File: config.mk
export PLATFORM = sky130hd
export DESIGN_NAME = pps_clock_phase_discipline_unit
export DESIGN_NICKNAME = d
export VERILOG_FILES = /design/src/rtl/ppsd_pkg.sv /design/src/rtl/pps_clock_phase_discipline_unit.sv
export SDC_FILE = /design/constraint.sdc
export NUM_CORES = 2
export LEC_CHECK = 0
export ABC_CLOCK_PERIOD_IN_PS = 12800
export BUFFER_PORTS_ARGS = -buffer_cell sky130_fd_sc_hd__buf_4
export CORE_ASPECT_RATIO = 0.6
export CORE_MARGIN = 10
export CORE_UTILIZATION = 60
export CTS_CLUSTER_DIAMETER = 80
export CTS_CLUSTER_SIZE = 8
export DETAILED_ROUTE_END_ITERATION = 8
export PLACE_DENSITY = 0.82
export SLEW_MARGIN = 30
export SYNTH_ARGS = -nofsm -noshare
export SYNTH_HDL_FRONTEND = slang
export SYNTH_SLANG_ARGS = --single-unit
File: constraint.sdc
create_clock -name clk -period 12.8 [get_ports clk]
set_input_delay 0 -clock clk [delete_from_list [all_inputs] [get_ports clk]]
set_output_delay 0 -clock clk [all_outputs]
set_load 0.02 [all_outputs]
File: src/rtl/ppsd_pkg.sv
package ppsd_pkg;

	// one second in microseconds
	localparam logic [19:0] SEC_US = 20'd1000000;

	// 2^20, 2^40 and 2^60 reduced modulo one second
	localparam logic [15:0] FOLD20 = 16'd48576;
	localparam logic [19:0] FOLD40 = 20'd627776;
	localparam logic [19:0] FOLD60 = 20'd846976;

	// floor(2^32 / 15625), quotient estimate after dropping six low bits
	localparam logic [18:0] RECIP = 19'd274877;

	// classification thresholds
	localparam logic [19:0] IGNORE_LO  = 20'd2;
	localparam logic [19:0] IGNORE_HI  = 20'd999998;
	localparam logic [19:0] DEAD_ZONE  = 20'd20;
	localparam logic [19:0] EXTREME_LO = 20'd200000;
	localparam logic [19:0] EXTREME_HI = 20'd800000;
	localparam logic [19:0] RESYNC_LO  = 20'd450000;
	localparam logic [19:0] RESYNC_HI  = 20'd550000;

	// register reset values
	localparam logic [16:0] NEAR_WIN_RST = 17'd1000;
	localparam logic [16:0] UNUS_LIM_RST = 17'd100;

	// command codes
	localparam logic CMD_EDGE  = 1'b0;
	localparam logic CMD_APPLY = 1'b1;

	typedef enum logic [2:0] {
		ST_INVALID = 3'd0,
		ST_OK      = 3'd1,
		ST_UNUSUAL = 3'd2,
		ST_WAITING = 3'd3,
		ST_EXTREME = 3'd4,
		ST_RESYNC  = 3'd5,
		ST_BROKEN  = 3'd6
	} status_t;

	typedef enum logic [1:0] {
		CFG_FORWARD_ONLY = 2'd0,
		CFG_TRUST_PPS    = 2'd1,
		CFG_NEAR_WINDOW  = 2'd2,
		CFG_UNUSUAL_LIM  = 2'd3
	} cfg_idx_t;

	typedef enum logic [1:0] {
		CORR_NONE = 2'd0,
		CORR_BACK = 2'd1,
		CORR_FWD  = 2'd2
	} corr_t;

endpackage

File: src/rtl/pps_clock_phase_discipline_unit.sv
// pps clock phase discipline: each item is either a pulse edge (command 0, carrying the
// disciplined time in us at the edge) or an apply (command 1). an edge item takes the
// phase error edge_time_us mod 1000000, classifies it against the near window, the
// forward-only dead zone and, in trust mode, the extreme and resync windows, and leaves
// a pending correction and a status code; an apply item adds the pending correction to
// the signed 64-bit offset and clears it. every item gives exactly one result holding
// status, pending correction and offset after that item. the block takes one item per
// cycle while the result side does not stall; an accepted item sits in the input
// register, passes seven modulo stages (fold by constant residues of 2^20, 2^40 and
// 2^60, sum of the residues, two more folds, reciprocal quotient estimate, partial
// remainder, one correcting subtract) and is classified into the state register.
// stalls on the result side back up stage by stage, so bubbles are squeezed out before
// the input side sees back-pressure. configuration writes are always taken at once and
// should only be made while no item is in flight.
module pps_clock_phase_discipline_unit (
	input  logic        clk,
	input  logic        arst_n,
	// configuration write channel
	input  logic        cfg_valid,
	output logic        cfg_ready,
	input  logic [1:0]  cfg_index,
	input  logic [16:0] cfg_data,
	// input item channel
	input  logic        in_valid,
	output logic        in_ready,
	input  logic        command,
	input  logic [62:0] edge_time_us,
	// result item channel
	output logic        out_valid,
	input  logic        out_ready,
	output logic [2:0]  status,
	output logic signed [19:0] pending_correction,
	output logic signed [63:0] offset_us
);

	localparam int NSTG = 8;

	// configuration registers
	logic        fwd_only_q;
	logic        trust_q;
	logic [16:0] near_win_q;
	logic [16:0] unus_lim_q;

	// architectural state, shown directly on the result ports
	ppsd_pkg::status_t status_q;
	logic signed [19:0] pending_q;
	logic signed [63:0] offset_q;
	logic               out_valid_q;

	// per-stage valid bits and load enables
	logic [NSTG:1] vld_q;
	logic [NSTG:1] free;
	logic          free_out;
	logic          done;

	// pipeline payload
	logic        cmd_s1, cmd_s2, cmd_s3, cmd_s4, cmd_s5, cmd_s6, cmd_s7, cmd_s8;
	logic [62:0] t_s1;
	logic [19:0] c0_s2;
	logic [35:0] p1_s2;
	logic [39:0] p2_s2;
	logic [22:0] p3_s2;
	logic [39:0] sum_s3;
	logic [35:0] r_s4;
	logic [31:0] r_s5;
	logic [31:0] r_s6;
	logic [11:0] q_s6;
	logic [20:0] r_s7;
	logic [19:0] dev_s8;

	logic [44:0] qprod;
	logic [31:0] qsub;

	// classification of the phase error
	ppsd_pkg::corr_t   corr;
	ppsd_pkg::status_t err;
	ppsd_pkg::status_t status_new;
	logic [19:0]        fwd_mag;
	logic [19:0]        mag;
	logic [19:0]        late_lim;
	logic signed [19:0] adj;
	logic               mid;

	// config port never stalls
	assign cfg_ready = 1'b1;

	always_ff @(posedge clk or negedge arst_n) begin
		if (!arst_n) begin
			fwd_only_q <= 1'b0;
			trust_q    <= 1'b0;
			near_win_q <= ppsd_pkg::NEAR_WIN_RST;
			unus_lim_q <= ppsd_pkg::UNUS_LIM_RST;
		end else if (cfg_valid) begin
			unique case (ppsd_pkg::cfg_idx_t'(cfg_index))
				ppsd_pkg::CFG_FORWARD_ONLY: fwd_only_q <= cfg_data[0];
				ppsd_pkg::CFG_TRUST_PPS:    trust_q    <= cfg_data[0];
				ppsd_pkg::CFG_NEAR_WINDOW:  near_win_q <= cfg_data;
				ppsd_pkg::CFG_UNUSUAL_LIM:  unus_lim_q <= cfg_data;
				default: ;
			endcase
		end
	end

	// a stage may load when it is empty or its item moves on
	assign free_out = !out_valid_q || out_ready;
	always_comb begin
		free[NSTG] = !vld_q[NSTG] || free_out;
		for (int k = NSTG - 1; k >= 1; k--) begin
			free[k] = !vld_q[k] || free[k+1];
		end
	end

	assign in_ready = free[1];
	assign done     = vld_q[NSTG] && free_out;

	always_ff @(posedge clk or negedge arst_n) begin
		if (!arst_n) begin
			vld_q <= '0;
		end else begin
			if (free[1]) begin
				vld_q[1] <= in_valid;
			end
			for (int k = 2; k <= NSTG; k++) begin
				if (free[k]) begin
					vld_q[k] <= vld_q[k-1];
				end
			end
		end
	end

	// stage 1: input register
	always_ff @(posedge clk) begin
		if (free[1]) begin
			cmd_s1 <= command;
			t_s1   <= edge_time_us;
		end
	end

	// stage 2: 20-bit chunks times their residues
	always_ff @(posedge clk) begin
		if (free[2]) begin
			cmd_s2 <= cmd_s1;
			c0_s2  <= t_s1[19:0];
			p1_s2  <= 36'(t_s1[39:20]) * 36'(ppsd_pkg::FOLD20);
			p2_s2  <= 40'(t_s1[59:40]) * 40'(ppsd_pkg::FOLD40);
			p3_s2  <= 23'(t_s1[62:60]) * 23'(ppsd_pkg::FOLD60);
		end
	end

	// stage 3: sum of the residues, below 2^40
	always_ff @(posedge clk) begin
		if (free[3]) begin
			cmd_s3 <= cmd_s2;
			sum_s3 <= 40'(c0_s2) + 40'(p1_s2) + p2_s2 + 40'(p3_s2);
		end
	end

	// stage 4: fold bits 39:20 back, below 2^36
	always_ff @(posedge clk) begin
		if (free[4]) begin
			cmd_s4 <= cmd_s3;
			r_s4   <= 36'(sum_s3[19:0]) + 36'(sum_s3[39:20]) * 36'(ppsd_pkg::FOLD20);
		end
	end

	// stage 5: fold bits 35:20 back, below 2^32
	always_ff @(posedge clk) begin
		if (free[5]) begin
			cmd_s5 <= cmd_s4;
			r_s5   <= 32'(r_s4[19:0]) + 32'(r_s4[35:20]) * 32'(ppsd_pkg::FOLD20);
		end
	end

	// stage 6: quotient estimate, true quotient or one less
	assign qprod = 45'(r_s5[31:6]) * 45'(ppsd_pkg::RECIP);

	always_ff @(posedge clk) begin
		if (free[6]) begin
			cmd_s6 <= cmd_s5;
			r_s6   <= r_s5;
			q_s6   <= qprod[43:32];
		end
	end

	// stage 7: partial remainder, below two seconds
	assign qsub = r_s6 - 32'(q_s6) * 32'(ppsd_pkg::SEC_US);

	always_ff @(posedge clk) begin
		if (free[7]) begin
			cmd_s7 <= cmd_s6;
			r_s7   <= qsub[20:0];
		end
	end

	// stage 8: phase error within the second
	always_ff @(posedge clk) begin
		if (free[8]) begin
			cmd_s8 <= cmd_s7;
			if (r_s7 >= 21'(ppsd_pkg::SEC_US)) begin
				dev_s8 <= 20'(r_s7 - 21'(ppsd_pkg::SEC_US));
			end else begin
				dev_s8 <= r_s7[19:0];
			end
		end
	end

	// classification, first matching window wins
	assign mid      = (dev_s8 > ppsd_pkg::IGNORE_LO) && (dev_s8 < ppsd_pkg::IGNORE_HI);
	assign late_lim = ppsd_pkg::SEC_US - 20'(near_win_q);
	assign fwd_mag  = ppsd_pkg::SEC_US - dev_s8;

	always_comb begin
		corr = ppsd_pkg::CORR_NONE;
		err  = ppsd_pkg::ST_INVALID;
		if (mid) begin
			if (fwd_only_q && dev_s8 <= ppsd_pkg::DEAD_ZONE) begin
				corr = ppsd_pkg::CORR_NONE;
			end else if (dev_s8 <= 20'(near_win_q)) begin
				corr = ppsd_pkg::CORR_BACK;
			end else if (dev_s8 >= late_lim) begin
				corr = ppsd_pkg::CORR_FWD;
			end else if (!trust_q) begin
				err = ppsd_pkg::ST_WAITING;
			end else if (dev_s8 <= ppsd_pkg::EXTREME_LO) begin
				corr = ppsd_pkg::CORR_BACK;
				err  = ppsd_pkg::ST_EXTREME;
			end else if (dev_s8 >= ppsd_pkg::EXTREME_HI) begin
				corr = ppsd_pkg::CORR_FWD;
				err  = ppsd_pkg::ST_EXTREME;
			end else if (dev_s8 <= ppsd_pkg::RESYNC_LO) begin
				corr = ppsd_pkg::CORR_BACK;
				err  = ppsd_pkg::ST_RESYNC;
			end else if (dev_s8 >= ppsd_pkg::RESYNC_HI) begin
				corr = ppsd_pkg::CORR_FWD;
				err  = ppsd_pkg::ST_RESYNC;
			end else begin
				err = ppsd_pkg::ST_BROKEN;
			end
		end
	end

	always_comb begin
		case (corr)
			ppsd_pkg::CORR_BACK: begin
				adj = $signed(20'd0 - dev_s8);
				mag = dev_s8;
			end
			ppsd_pkg::CORR_FWD: begin
				adj = $signed(fwd_mag);
				mag = fwd_mag;
			end
			default: begin
				adj = '0;
				mag = '0;
			end
		endcase
	end

	// error codes stick until the next edge, otherwise judge the magnitude
	always_comb begin
		if (err != ppsd_pkg::ST_INVALID) begin
			status_new = err;
		end else if (mag > 20'(unus_lim_q)) begin
			status_new = ppsd_pkg::ST_UNUSUAL;
		end else begin
			status_new = ppsd_pkg::ST_OK;
		end
	end

	// state update doubles as the result register
	always_ff @(posedge clk or negedge arst_n) begin
		if (!arst_n) begin
			status_q    <= ppsd_pkg::ST_INVALID;
			pending_q   <= '0;
			offset_q    <= '0;
			out_valid_q <= 1'b0;
		end else begin
			if (done) begin
				out_valid_q <= 1'b1;
				if (cmd_s8 == ppsd_pkg::CMD_EDGE) begin
					pending_q <= adj;
					status_q  <= status_new;
				end else begin
					offset_q  <= offset_q + 64'(pending_q);
					pending_q <= '0;
				end
			end else if (out_ready) begin
				out_valid_q <= 1'b0;
			end
		end
	end

	assign out_valid          = out_valid_q;
	assign status             = status_q;
	assign pending_correction = pending_q;
	assign offset_us          = offset_q;

	// partial remainder never reaches two seconds
	a_rem_range: assert property (@(posedge clk) disable iff (!arst_n)
		vld_q[7] |-> (r_s7 < 21'd2000000))
		else $error("partial remainder out of range");

	// phase error is inside one second
	a_dev_range: assert property (@(posedge clk) disable iff (!arst_n)
		vld_q[8] |-> (dev_s8 < ppsd_pkg::SEC_US))
		else $error("phase error not reduced");

	// an apply always leaves nothing pending
	a_apply_clears: assert property (@(posedge clk) disable iff (!arst_n)
		(done && cmd_s8 == ppsd_pkg::CMD_APPLY) |=> (pending_q == '0))
		else $error("pending correction kept after apply");

	// offset moves only on a completed apply
	a_offset_hold: assert property (@(posedge clk) disable iff (!arst_n)
		!(done && cmd_s8 == ppsd_pkg::CMD_APPLY) |=> $stable(offset_q))
		else $error("offset changed without apply");

	// no result is overwritten before it is taken
	a_no_overwrite: assert property (@(posedge clk) disable iff (!arst_n)
		(out_valid_q && !out_ready) |-> !done)
		else $error("result overwritten while stalled");

endmodule
-- Yosys cells after proc, flatten, opt, wreduce, memory -nomap -nowiden
Cells that the tools add are included.
- word-level logic and storage cells: 127
- register bits: 485
- output and inout port bits: 90
- multipliers: 7
- muxes and demuxes: 26
- magnitude comparators: 11
- reduce and logical (&&, ||, !) cells: 30
- bitwise operators: 1
- $add $sub $neg: 11
- equality and inequality tests: 5
- operators with widths (operator ; count):
    one-hot mux 20 bit (2 select lines) ; 2
    adder 64 x 20 -> 64 bit ; 1
    multiplier 20 x 10 -> 30 bit, second input constant ; 2
    multiplier 26 x 19 -> 44 bit, second input constant ; 1
    adder 37 x 40 -> 40 bit ; 1
    adder 40 x 23 -> 40 bit ; 1
    >= comparator 20 bit, second input constant ; 2
    two-way mux 20 bit ; 2
    adder 20 x 36 -> 37 bit ; 1
    adder 20 x 36 -> 36 bit ; 1
    multiplier 20 x 14 -> 34 bit, second input constant ; 1
    adder 20 x 32 -> 32 bit ; 1
    two-way mux 2 bit ; 14
    multiplier 16 x 10 -> 26 bit, second input constant ; 1
    >= comparator 21 x 20 -> 1 bit, second input constant ; 1
    subtractor 21 bit ; 1
    >= comparator 20 bit ; 1
    > comparator 20 x 17 -> 1 bit ; 1
    > comparator 20 x 2 -> 1 bit, second input constant ; 1
    less-or-equal comparator 20 x 17 -> 1 bit ; 1
    less-or-equal comparator 20 x 18 -> 1 bit, second input constant ; 1
    less-or-equal comparator 20 x 19 -> 1 bit, second input constant ; 1
    less-or-equal comparator 20 x 5 -> 1 bit, second input constant ; 1
    < comparator 20 bit, second input constant ; 1
    18 further kinds ; 50

-- Depth between registers and ports, before layout
- depth in word-level cells: 15
- gate-level depth with buffers: 31
- depth with buffers taken out: 30

-- Worst setup path before layout
No wires, ideal clock.
- path type: reg-to-reg
- from: reg sum_s3[27]
- to: reg r_s4[35], data pin
- arrival time: 5.794 ns
- required time: 12.540 ns
- path slack: 6.746 ns
- library setup time: 0.260 ns
- cell stages (with the launch flop): 21
- period minus slack after synthesis: 6.054 ns
- cells stage by stage: edfxtp_1 fa_1 fa_1 inv_1 fa_1 inv_1 fa_1 fa_1 ha_1 buf_2 a21o_1 a21o_1 a21o_1 and2_1 a221o_1 or2_1 a311oi_2 xnor2_1 and4bb_2 nand4_1 xnor2_1
- longest elaborated chain between the ends: 2
- RTL lines (item ; RTL line ; RTL):
    start, declared ; pps_clock_phase_discipline_unit.sv:63 ; logic [39:0] sum_s3;
    start signal, assigned ; pps_clock_phase_discipline_unit.sv:154 ; sum_s3 <= 40'(c0_s2) + 40'(p1_s2) + p2_s2 + 40'(p3_s2);
    multiplier 20 x 10 -> 30 bit ; pps_clock_phase_discipline_unit.sv:162 ; r_s4 <= 36'(sum_s3[19:0]) + 36'(sum_s3[39:20]) * 36'(ppsd_pkg::FOLD20);
    adder 20 x 36 -> 36 bit ; pps_clock_phase_discipline_unit.sv:162 ;
    end signal, assigned ; pps_clock_phase_discipline_unit.sv:162 ;
    end, declared ; pps_clock_phase_discipline_unit.sv:64 ; logic [35:0] r_s4;
Every way passes these cells.
A chain may end at the register's enable or synchronous reset.

-- Worst setup path after layout
- from: reg near_win_q[2]
- to: reg status_q[1], in the netlist status[1]
- longest elaborated chain between the ends: 11
- RTL lines (item ; RTL line ; RTL):
    start, declared ; pps_clock_phase_discipline_unit.sv:41 ; logic [16:0] near_win_q;
    start signal, assigned ; pps_clock_phase_discipline_unit.sv:91 ; near_win_q <= ppsd_pkg::NEAR_WIN_RST;
    start signal, assigned ; pps_clock_phase_discipline_unit.sv:97 ; ppsd_pkg::CFG_NEAR_WINDOW: near_win_q <= cfg_data;
    subtractor 17 x 18 -> 19 bit ; pps_clock_phase_discipline_unit.sv:209 ; assign late_lim = ppsd_pkg::SEC_US - 20'(near_win_q);
    >= comparator 20 bit ; pps_clock_phase_discipline_unit.sv:220 ; end else if (dev_s8 >= late_lim) begin
    two-way mux 2 bit ; pps_clock_phase_discipline_unit.sv:220 ;
    two-way mux 2 bit ; pps_clock_phase_discipline_unit.sv:218 ; end else if (dev_s8 <= 20'(near_win_q)) begin
    two-way mux 2 bit ; pps_clock_phase_discipline_unit.sv:216 ; if (fwd_only_q && dev_s8 <= ppsd_pkg::DEAD_ZONE) begin
    two-way mux 2 bit ; pps_clock_phase_discipline_unit.sv:215 ; if (mid) begin
    == test 2 bit or == test 2 x 1 -> 1 bit (tied branches) ; pps_clock_phase_discipline_unit.sv:243 ; case (corr)
    one-hot mux 20 bit (2 select lines) ; pps_clock_phase_discipline_unit.sv:243 ;
    > comparator 20 x 17 -> 1 bit ; pps_clock_phase_discipline_unit.sv:263 ; end else if (mag > 20'(unus_lim_q)) begin
    two-way mux 2 bit ; pps_clock_phase_discipline_unit.sv:263 ;
    two-way mux 3 bit * ; pps_clock_phase_discipline_unit.sv:261 ; if (err != ppsd_pkg::ST_INVALID) begin
    end signal, assigned ; pps_clock_phase_discipline_unit.sv:273 ; status_q <= ppsd_pkg::ST_INVALID;
    end signal, assigned ; pps_clock_phase_discipline_unit.sv:282 ; status_q <= status_new;
    end, declared ; pps_clock_phase_discipline_unit.sv:45 ; ppsd_pkg::status_t status_q;
Every way passes the cells marked *; elsewhere a longest branch is shown, timed or not.

==> out/qor.txt <==
Min Tclk post-route -> 6.69 ns
Number of remaining DRC errors -> 0
Final setup violation count -> 0
Final period util -> 52.2%
Tightest Pin Transition -> 0.873 ns
Worst Path Buf+Inv -> 1
Critical path arrival -> 7.23 ns
Crit path max-delay cell type -> ha_1
CP Capture Type -> flop
Worst hold-check path type -> input pin to flop
Num ports -> 178
DIE WIDTH -> 405 microns
First-pass GRT wire length -> 206 mm
Syn Area/Cell -> 10.4 sq um
Yosys top cell by area -> fa_1
H-tree level count -> 3
Fin Clk Skew -> 0.0392 ns
Post-route cell area -> 59000 sq um
Placed cells -> 6419
WL/cell -> 18.9 microns
Post-synth ARST share -> 27.3%
Final wirelength -> 125 mm
Std cell rows -> 84
Fin. Hold Viols -> 0
Seq/Total Area, Yosys -> 26.1%
PostCTS Resize Cnt -> 0
Register bit total from synthesis -> 484
Clock transition at path regs -> 0.06 ns
Dpl cell area -> 55900 sq um
Fraction of layout cells with a size suffix above 1 -> 6.72%
Vias per Instance -> 5.75
Die area -> 101000 sq um
Antenna viol nets, final -> 0
Cell family with most CP delay -> compound AO/OA/AOI/OAI gates
Latest clock arrival within the worst-skew pair -> 0.67 ns
CP Class -> flop to flop
Via count -> 38084
Status -> completed
Top FF cell, synth -> edfxtp_1
Die Span Y -> 251 microns
CP max stage delay -> 0.77 ns
Initial antenna violation count -> 5
Drt first pass iters -> 8
Postcts setup bufs -> 0
Vias in the first global route -> 39102
Unrepaired setup endpoints after global routing -> false
Max_cap viols -> 0
Maximum root-to-sink buffer count -> 3
Clk root buf -> clkbuf_16
Cells after synthesis -> 5137
Crit path max fanout -> 19
# port buffers -> 176
Pin count of the biggest net entering global routing -> 93
CTS sink cnt -> 484
Starting DRT DRC Count -> 3207
Number of flops mapped to enable cells by yosys -> 352
CP startpoint kind -> flop
FMAX -> 150 MHz
Starting Density -> 60.7%
Synth area leaders -> fa_1 22%, ha_1 20%, edfxtp_1 20%, inv_1 7.3%, dfrtp_1 5.8%
Synth top area share -> 21.5%
Min Hold Slack -> 0.0591 ns
Most frequent CP cell -> a21o_1
Overall Global Routing Usage -> 24.9%
Slew Viols, Final -> 0
Unique masters post-synth -> 86
Mapped Nets -> 6642
Rel. slew slack -> 41.2%
TNS Setup -> 0 ns
Post-route insts no fill -> 6627
Cts hold-fix bufs -> 90
Critical Path RT -> 13.34 ns
Yosys warnings -> 0
Layout fillers -> 6404
Overflow after GRT -> 0
Top-count cell post-synth -> inv_1
Synthesized area -> 53200 sq um
CTS tree -> built
Synth cell count leaders -> 1029 x inv_1, 845 x ha_1, 572 x fa_1, 352 x edfxtp_1, 292 x nand2_1
Total CTS buffers -> 71
Post-DP HPWL -> 99.0 mm
Core area -> 87800 sq um
Net count, final -> 6928
Global placer's final weighted congestion -> 0.963
Area Growth Syn to Fin -> 10.8%
[metrics by stage]
| stage | utilization, % | setup WS, ns |
|---|---|---|
| after global routing | 67.2 | 5.74 |
| final | 67.2 | 6.11 |
| after floorplan | - | 6.75 |
| after detailed placement | 63.7 | 6.20 |
| after CTS | 67.2 | 6.16 |
| after global placement | 63.7 | 6.36 |
[cells by family after synthesis]
| family | Yosys count | synth area share, % |
|---|---|---|
| DFF | 484 | 26.1 |
| buffers and inverters | 1095 | 7.73 |
| adders and majority gates | 1417 | 41.4 |
| muxes | 45 | 0.938 |
| and+or+nand+nor | 881 | 7.99 |
| xor gates and xnor gates | 293 | 4.82 |
| AOI/OAI and AO/OA | 921 | 11.1 |
| other | 1 | 0.00704 |
[worst paths after layout]
path | startpoint | end | slack (ns) | depth (start not counted)
setup / recovery | near_win_q[2] | status[1] | 6.11 | 27
hold / removal | edge_time_us[46] | t_s1[46] | 0.06 | 2
setup reg to reg | near_win_q[2] | status[1] | 6.11 | 27
hold reg to reg | c0_s2[3] | sum_s3[3] | 0.41 | 0
max in group asynchronous | arst_n | pending_correction[19] | 11.51 | 4
min in group asynchronous | arst_n | offset_us[51] | 0.30 | 3
[flip-flops by register name, summed over array words and instances, names as in the netlist, 8 cells and up]
register,flops
r_s4,36
p2_s2,34
r_s5,32
c0_s2,20
offset_us,64
vld_q,8
p3_s2,15
near_win_q,17
pending_correction,20
sum_s3,40
t_s1,63
r_s6,21
p1_s2,30
dev_s8,20
r_s7,21
q_s6,12
unus_lim_q,17
[cell type report]
cell class	instances	area (sq um)	area share, %
multi-input cells	3558	35300	59.8
flip-flops and latches	484	13900	23.5
inverters	1029	3860	6.55
repair buffers	279	2360	4.00
clock buffers	104	1920	3.26
well taps	1161	1450	2.46
clock inverters	9	233	0.394
diodes	3	7.51	0.0127
[cells in the final DEF, fill, tap and decap left out, types with 22 or more instances in the layout]
cell type         n
a211oi_1         24
a21o_1          120
a21oi_1         268
a31oi_1          32
and3_1           33
buf_4           185
clkbuf_1         32
clkbuf_16        72
dfrtp_1         122
dlygate4sd3_1    89
edfxtp_1        352
fa_1            572
ha_1            845
inv_1          1029
mux2_2           39
nand2_1         290
nand2b_1         43
nand3_1          61
nand4_1          33
nor2_1          185
nor2b_1          49
nor3_1           58
o21a_1           29
o21ai_0         216
o21bai_1         37
o31ai_1          22
or3_1            23
xnor2_1         204
xor2_1           89
[per-layer routing]
layer  GRT usage [%]  wire (microns)  vias to the layer above
met5               0              32                        -
met4            6.54            3320                        4
met3            6.69           11000                      224
met2            37.2           54300                     1453
met1            35.7           56500                    18528
li1                -               -                    17875
Power is left out: the tool's default activity adds up to more than one toggle a clock period on the data nets, which glitch-free logic cannot reach.
